$ cat config.mk
export PLATFORM = sky130hd
export DESIGN_NAME = amat_ram
export DESIGN_NICKNAME = d
export VERILOG_FILES = /design/src/hw/rtl/amat_ram.sv
export SDC_FILE = /design/constraint.sdc
export NUM_CORES = 1
export LEC_CHECK = 0
export BUFFER_PORTS_ARGS = -buffer_cell sky130_fd_sc_hd__buf_2
export CAP_MARGIN = 10
export CORE_UTILIZATION = 65
export DETAILED_ROUTE_END_ITERATION = 12
export PLACE_DENSITY = 0.88
export SLEW_MARGIN = 30
export SYNTH_ARGS = -nofsm -noshare
export SYNTH_HDL_FRONTEND = slang
export SYNTH_SLANG_ARGS = --single-unit
$ cat constraint.sdc
create_clock -name clk -period 11.45 [get_ports clk]
set_input_delay 1.7175 -clock clk [delete_from_list [all_inputs] [get_ports clk]]
set_output_delay 1.7175 -clock clk [all_outputs]
set_load 0.02 [all_outputs]
$ cat src/hw/rtl/amat_ram.sv
// Generic single-write, single-read RAM with registered read data.
`default_nettype none
module amat_ram #(
  parameter int unsigned WIDTH = 32,
  parameter int unsigned DEPTH = 12
) (
  input  wire logic                     clk,
  input  wire logic                     we,
  input  wire logic [$clog2(DEPTH)-1:0] waddr,
  input  wire logic [WIDTH-1:0]         wdata,
  input  wire logic [$clog2(DEPTH)-1:0] raddr,
  output      logic [WIDTH-1:0]         rdata
);

  logic [WIDTH-1:0] mem [DEPTH];

  // Write port and registered read port.
  always_ff @(posedge clk) begin
    if (we) begin
      mem[waddr] <= wdata;
    end
    rdata <= mem[raddr];
  end

endmodule
`default_nettype wire

==> results.md <==
* Via-to-Cell Ratio at 6.551
* GRT Residual Overflow at 0
* Netlist cell types at 20
* Slew Viols, Final at 0
* Top cells by area, synth: edfxtp_1 76%, mux4_2 9.5%, dfxtp_1 4.2%
* Mux cell area share after synthesis at 13.72%
* Fmax at 260.0 MHz
* Final setup vio count at 0
* Area of the mapped netlist at 0.01517 mm2
* Seq/Total Area, Yosys at between 80% and 90%
* Pwr per Cell Area at 181.9 mW/mm2
* Port buffer count at 73
* Initial DRC count at 624
* Layout cells sized above 1 at 29.85%
* Prevailing post-synth register cell: edfxtp_1
* Worst skew pair latency at about 520 ps
* Clk_skew at 11.85 ps
* Layout Nets at 805
* Die Area at 0.02396 mm2
* Unrepaired setup endpoints after global routing: no
* Post-CTS setup buffers at 0
* Clk buf depth at 3
* Most common cell in the netlist: edfxtp_1
* DRC errors left at 0
* Status: finished clean
* Area grow syn2layout at 13.23%
* Ys async rst share at 0%
* Clk slew on worst S/H paths at 60 ps
* Yosys top cell by area: edfxtp_1
* Main combinational cell family by area after synthesis: multiplexers
* Post-detailed-route count of antenna-violating nets at 0
* Register bit total from synthesis at approximately 420
* Setup TNS at 0 ps
* Root Buffer: clkbuf_16
* GRT Total Usage at 27.53%
* Critical path class: in2reg
* Initial antenna violation count at 1
* # hold bufs at CTS at 0
* Largest net degree at the start of global routing at 72
* Req. time, crit path at 11810 ps
* Xor and xnor area share after synthesis at 0%
* Slew HR at 36.01%
* Min-Delay Path Class: reg2reg
* Initial Utilization at 66.61%
* Worst Path Max Fanout at 71
* P_leak at 5.700 nW
* DR pass1 iterations at 5
* Mapped Cells at 664
* Arrival time worst endpoint at 4210 ps
* Top post-synthesis cells by count: 384 x edfxtp_1, 64 x mux2i_1, 64 x mux4_2, 32 x dfxtp_1
* HP Start: mem[8][15]
* Adder-Cell Fraction of Synth Area at 0%
* Routed wire length at 31470 um
* Die Span Y at 154.8 um
* Routability congestion estimate from global placement at approximately 0.70
* Reg2reg start: mem[2][25]
* CTS H-tree depth at 2
* # IOs at 74
* Post-synth EDFFs at ~380
* Area after DPL at 0.01592 mm2
* Synth Area in Compound Gates at under 10%
* Wire length of the first global-routing pass at 46570 um
* Syn Nets at a little over 700
* CTS sink count at roughly 420
* Crit path launch type: input port
* Placement Rows at 55
* Post-synthesis simple-gate area fraction at 0.7174%
* Synth warnings at 0
* WL/cell at 28.40 um
* Avg Cell Area, Syn at between 20 and 25 um2
* TritonCTS clock tree: done
* Hold Crit Depth at 2
* Crit path time final at 3847 ps
* Vias at 7259
* Inserted Clock Buffers at 40
* Post-DP HPWL at 15490 um
* Slew @ Worst Pin at about 960 ps
* Worst VDD drop at about 0.15 mV
* Die X at 154.8 um
* R2R depth at 3
* Max-Cap Viols at 0
* Final instance area at roughly 0.017 mm2
* Post-synth top area share at approximately 76%
* Period utilisation layout at about a third
* Vias in the first global route at ~7700
* Final Hold Viols at 0
* Post-cts resize count at 0
* Core Footprint at 0.02278 mm2
* Worst Setup End Kind: flop
* Crit path launch: raddr[0]
registers in the layout (all words and copies together), names as in the netlist:
name,flops
rdata,32
mem,384
report_power, final:
group | switching [W] | leakage [nW] | internal (W) | total [W]
clock | 0.000535 | 0.620 | 0.000717 | 0.00125
sequential | 0.0000131 | 3.74 | 0.00170 | 0.00171
combinational | 0.000100 | 1.34 | 0.0000602 | 0.000160
total | 0.000648 | 5.70 | 0.00248 | 0.00312
cells in the final DEF (no fill, tap or decap), types with 3 or more instances in the layout:
cell,synthesis,routed
buf_4,0,17
mux2i_1,64,64
clkbuf_16,0,41
o221ai_1,28,28
clkbuf_1,17,10
mux4_2,64,64
dfxtp_1,32,32
buf_2,2,72
o221ai_2,4,4
a22oi_2,4,4
clkinv_2,0,8
a22oi_1,28,28
nand2b_1,3,3
nor2_4,0,9
clkbuf_8,0,5
edfxtp_1,384,384
clkinv_1,0,4
metrics by stage:
| step | util (%) | std cells | hold WS (ps) | setup slack, ps | power [W] |
|---|---|---|---|---|---|
| finish | 75.42 | 1108 | 561.5 | 7603 | 0.003124 |
| global route | 75.42 | 1108 | 589.1 | 7412 | 0.003202 |
| CTS | 75.39 | 1107 | 568.7 | 7572 | 0.003134 |
| detailed placement | 69.88 | 1034 | 551.0 | 7055 | 0.001902 |
| global placement | 69.87 | 1034 | 537.3 | 6921 | 0.001891 |
| floorplan | - | 664 | 526.5 | 6553 | 0.001840 |
worst max-delay path, cell delays in order:
cell,delay (ps)
buf_6,650
buf_6,690
mux4_2,620
a22oi_1,250
o221ai_1,170
cell type report:
cell class,instances,area (um2)
Tap cell,313,391.6
Antenna cell,1,2.502
Fill cell,1146,5598
Clock buffer,56,1132
Multi-Input combinational cell,214,2850
Sequential cell,416,12170
Timing Repair Buffer,91,510.5
Clock inverter,17,121.4
per-layer routing:
metal	up-vias	part of all wire [%]	track usage (%)
met2	422	53	47.36
met3	123	9.1	5.352
li1	3014	-	-
met1	3700	34	33.72
met4	0	4.3	13.77
met5	-	0	0
path summary, 6_finish.rpt:
kind | end | slack [ps]
setup / recovery | rdata[0] | 7600
hold / removal | rdata[15] | 560
setup reg to reg | rdata[25] | 9950
hold reg to reg | rdata[15] | 560
kinds of logic after synthesis:
logic type | Yosys count
AOI/OAI and AO/OA | 64
buffers and inverters | 34
DFF | 416
muxes | 128
and+or+nand+nor | 22
(Power assumes the default switching activity.)
