===== src/hw/rtl/amat_div.sv =====
// Restoring divider producing a truncated, saturated signed quotient.
`default_nettype none
module amat_div #(
  parameter int unsigned WORD_BITS = 32,
  parameter int unsigned NUM_W     = 200
) (
  input  wire logic                 clk,
  input  wire logic                 rst,
  input  wire logic                 start,
  input  wire logic [NUM_W-1:0]     num,
  input  wire logic [NUM_W-1:0]     den,
  input  wire logic                 neg,
  output      logic                 done,
  output      logic [WORD_BITS-1:0] value
);

  localparam int unsigned CW = $clog2(WORD_BITS + 1);
  localparam logic [WORD_BITS-1:0] MIN_PAT = {1'b1, {(WORD_BITS-1){1'b0}}};
  localparam logic [WORD_BITS-1:0] MAX_PAT = ~MIN_PAT;

  logic                 busy;
  logic [CW-1:0]        cnt;
  logic [NUM_W-1:0]     rem;
  logic [NUM_W-1:0]     den_sh;
  logic [WORD_BITS-1:0] q;
  logic                 sat;
  logic                 neg_q;
  logic                 fits;

  assign fits = (rem >= den_sh);

  // One quotient bit per cycle, most significant first.
  always_ff @(posedge clk) begin
    if (rst) begin
      busy <= 1'b0;
      done <= 1'b0;
      cnt  <= '0;
    end else begin
      done <= 1'b0;
      if (start) begin
        busy <= 1'b1;
        cnt  <= CW'(WORD_BITS);
      end else if (busy) begin
        cnt <= cnt - 1'b1;
        if (cnt == CW'(1)) begin
          busy <= 1'b0;
          done <= 1'b1;
        end
      end
    end
  end

  // Datapath registers.
  always_ff @(posedge clk) begin
    if (start) begin
      rem    <= num;
      den_sh <= den << (WORD_BITS - 1);
      sat    <= (num >= (den << WORD_BITS));
      neg_q  <= neg;
      q      <= '0;
    end else if (busy) begin
      if (fits) begin
        rem <= rem - den_sh;
      end
      q      <= {q[WORD_BITS-2:0], fits};
      den_sh <= den_sh >> 1;
    end
  end

  // Apply the sign and saturate to the signed word range.
  always_comb begin
    if (neg_q) begin
      value = (sat || q > MIN_PAT) ? MIN_PAT : WORD_BITS'(-q);
    end else begin
      value = (sat || q > MAX_PAT) ? MAX_PAT : q;
    end
  end

endmodule
`default_nettype wire


===== config.mk =====
export PLATFORM = sky130hd
export DESIGN_NAME = amat_div
export DESIGN_NICKNAME = d
export VERILOG_FILES = /design/src/hw/rtl/amat_div.sv
export SDC_FILE = /design/constraint.sdc
export NUM_CORES = 1
export LEC_CHECK = 0
export ABC_AREA = 1
export BUFFER_PORTS_ARGS = -buffer_cell sky130_fd_sc_hd__clkbuf_2
export CAP_MARGIN = 20
export CORE_MARGIN = 10
export CORE_UTILIZATION = 45
export DETAILED_ROUTE_END_ITERATION = 7
export HOLD_SLACK_MARGIN = 0.08
export SLEW_MARGIN = 0
export SYNTH_ARGS = -nofsm -noshare
export SYNTH_HDL_FRONTEND = slang
export SYNTH_SLANG_ARGS = --single-unit

===== constraint.sdc =====
create_clock -name clk -period 18.5 [get_ports clk]
set_input_delay 0.925 -clock clk [delete_from_list [all_inputs] [get_ports clk]]
set_output_delay 0.925 -clock clk [all_outputs]
set_load 0.05 [all_outputs]

==> out/qor.yml <==
status: "finished, violations left"
violations: "DRC"
drtPass1Iterations: 8
yosys.area_share.simple: 0.361
crit_top_cell: "nand2_1"
max-vdd-ir-drop_v: 0.0000842
cp-startpoint: "rem[6]"
path_buf_inv: 2
fin_worst_skew_ns: 0.0213
vias_per_cell: 5.29
cts_tree: "built"
finalSetupTns_ns: 0
clockPowerShare: 0.177
crit_required_ns: 18.78
start_util: 0.452
hpwl_um: 191000
first_iter_violations: 5171
grt_pass1_wl_um: 312000
portBuffers: 405
internal_power_w: 0.00279
grt_pass1_vias: 48502
clockBufferDepth: 3
cpPeakStageDelay_ns: 0.75
ys_seq_elements: 442
synthMuxAreaShare: 0
max_slew_margin: 0.209
fmax_mhz: 174
fin_area_sq_um: 51900
die_y_um: 342
cts_resized: 0
drv_slew: 0
period_share: 0.311
clk_pin_slew_worst_paths_ns: 0.06
hold_violations: 0
die_x_um: 342
cp.arrival_ns: 6.03
grt_start_max_net_pins: 107
synth_xor_area_frac: 0.0219
layout.nets: 8846
p_leak_nw: 28.9
syn_nets: 8470
dieArea_sq_um: 117000
synth-compound-area-share: 0.0968
start_kind: "flip-flop"
drive_above_1_share: 0.0940
vias: 50246
switchingPower_w: 0.00300
synthAdderAreaFrac: 0.0997
ctsHtreeMaxLevel: 2
yosysWarnings: 0
p_seq_frac: 0.230
cts_made_buffers: 50
worstPathMaxFanout: 61
path_cells: "ha_1, nand2_1, nor2_2, nand3_1, nand2_2, nand2_1, nand3_2, nand2_1, nand2_1, nand3_1, nand2_1, nand3_1, nand3_1, nand2_1, nand2_4, buf_4, buf_4"
crit_slowest_cell: "buf_4"
syn_avg_cell_area_sq_um: 6.08
globalplace.congestion: 1.10
clk_latency_ns: 0.66
drc: 1
timing.rr.start: "rem[6]"
endpoint: "rem[97]"
synth-seq-area-share: 0.269
cts_setup_buffers: 0
area_growth_pct: 11.1
period_needed_ns: 5.75
synth_top_family_by_area: "simple AND/OR/NAND/NOR gates"
cap_violations: 0
design.core.area_sq_um: 103000
grtUsageTotal: 0.360
clock-root-buffer: "clkbuf_16"
r2r_end: "rem[97]"
rsz0062_at_grt: "no"
hold_path.class: "input pin to flip-flop"
clock-sinks: 442
n_fill_cell: 10783
end_kind: "flip-flop"
worst_pin_slew_ns: 1.18
setup_viol: 0
io_pins: 437
syn_inst: 7694
ctsHoldBuffers: 0
crit_type: "flip-flop to flip-flop"
p_per_area_nw_per_um2: 111
min-delay-start: "neg"
gr-total-overflow: 0
cpLargestDelayFamily: "simple AND/OR/NAND/NOR gates"
rrSetupSlack_ns: 12.75
syn_area_sq_um: 46700
dpl_worst_slack_ns: 13.01
crit_cells: 17
ant_nets: 0
swShare: 0.518
p_comb_frac: 0.592
rows: 118
ys_types: 54
postPlaceCellArea_sq_um: 50300
fin_ws_ns: 12.75
reg2reg_depth: 17
avgRoutedWirePerCell_um: 23.0
wl_um: 219000
postLayoutCoreUtil: 0.503
grt_antenna_before_repair: 6
## stage by stage
step	std cells	hold slack (ns)	total power, W
global route	9487	0.435	0.00611
detailed placement	9398	0.459	0.00466
floorplan	7694	0.426	0.00340
global placement	9398	0.443	0.00461
CTS	9487	0.422	0.00569
finish	9491	0.445	0.00579
## cell usage in the layout (no fill, tap or decap), drive strengths merged, types with 2 or more instances in the layout
cell      instances
nand2b            2
o21bai           37
xnor2            77
dfxtp            71
a211oi            3
bufinv            5
and3              2
a21o              2
xor2             40
nor3             63
inv            1780
edfxtp          371
o21ai           195
o221ai           14
a21oi           287
nor4             18
o211ai            7
o22ai           228
a31o              3
clkbuf          467
clkinvlp          4
nor2            617
diode             4
nand4            67
a31oi             2
nand3           359
a21boi           13
or2              30
o21a              5
buf              20
ha              371
nor3b             3
and2             15
clkinv           27
nand2          2869
nand3b           28
## sequential cells by signal, summed over array words and instances, names as in the netlist
signal and count:
den_sh 200, rem 200, q 32, cnt 6, busy 1, done 1, neg_q 1, sat 1
## final cells by class
cell class / count / area [sq um] / share of cell area
clock buffers: 62 / 1320 / 0.0254
flip-flops and latches: 442 / 12600 / 0.242
clock inverters: 27 / 318 / 0.00612
diodes: 4 / 10.0 / 0.000193
repair buffers: 425 / 2190 / 0.0421
inverters: 1789 / 6740 / 0.130
well taps: 1380 / 1730 / 0.0332
multi-input cells: 5362 / 27100 / 0.521
## Yosys cell counts, drive strengths merged
cell type     n  area, sq um
nand2      2869        10900
inv        1774         6660
nor2        617         2610
edfxtp      371        11100
ha          371         4640
nand3       359         1840
a21oi       287         1440
o22ai       228         1430
o21ai       195          976
clkbuf       85          319
xnor2        77          674
dfxtp        71         1420
nand4        67          419
nor3         63          453
xor2         40          350
o21bai       37          278
or2          30          188
nand3b       28          218
nor4         18          119
buf          16         70.1
and2         15         96.3
clkinv       15         56.3
o221ai       14          123
a21boi       13         97.6
o211ai        7         52.6
o21a          5         37.5
a211oi        3         22.5
a31o          3         26.3
nor3b         3         27.5
a21o          2         15.0
a31oi         2         12.5
and3          2         12.5
nand2b        2         12.5
a22oi         1         7.51
and3b         1         8.76
fa            1         20.0
o2111ai       1         8.76
o31ai         1         7.51
## routing by layer
metal / track usage / share of wire
met1: 0.450 / 0.41
met2: 0.590 / 0.45
met3: 0.0731 / 0.085
met4: 0.171 / 0.055
met5: 0 / 0
## worst min-delay path by stage
stage	to	slack, ns	cells past startpoint
after floorplan	q[0]	0.43	2
after global placement	q[0]	0.44	2
after detailed placement	q[0]	0.46	2
after CTS	neg_q	0.42	1
after global routing	neg_q	0.44	1
final	neg_q	0.44	1
## power by group through the flow
stage | sequential [W] | combinational, W | clock [W]
detailed placement | 0.00135 | 0.00331 | 0
global placement | 0.00134 | 0.00327 | 0
CTS | 0.00133 | 0.00332 | 0.00103
global route | 0.00135 | 0.00370 | 0.00107
floorplan | 0.00135 | 0.00205 | 0
finish | 0.00133 | 0.00343 | 0.00103
## cell families after synthesis
kind of cell / count (synthesis)
AND/OR/NAND/NOR: 4074
buffers and inverters: 1890
AO/OA/AOI/OAI: 799
flip-flops: 442
adder cells (fa/ha/maj): 372
XOR/XNOR: 117
## worst reg2reg max path: stages (launching register included)
cell and delay (ns):
edfxtp_1 0.36, ha_1 0.38, nand2_1 0.15, nor2_2 0.25, nand3_1 0.16, nand2_2 0.19, nand2_1 0.10, nand3_2 0.18
nand2_1 0.08, nand2_1 0.36, nand3_1 0.15, nand2_1 0.38, nand3_1 0.13, nand3_1 0.35, nand2_1 0.16, nand2_4 0.49
buf_4 0.59, buf_4 0.80
No activity file was read; power rests on OpenSTA's default activity.
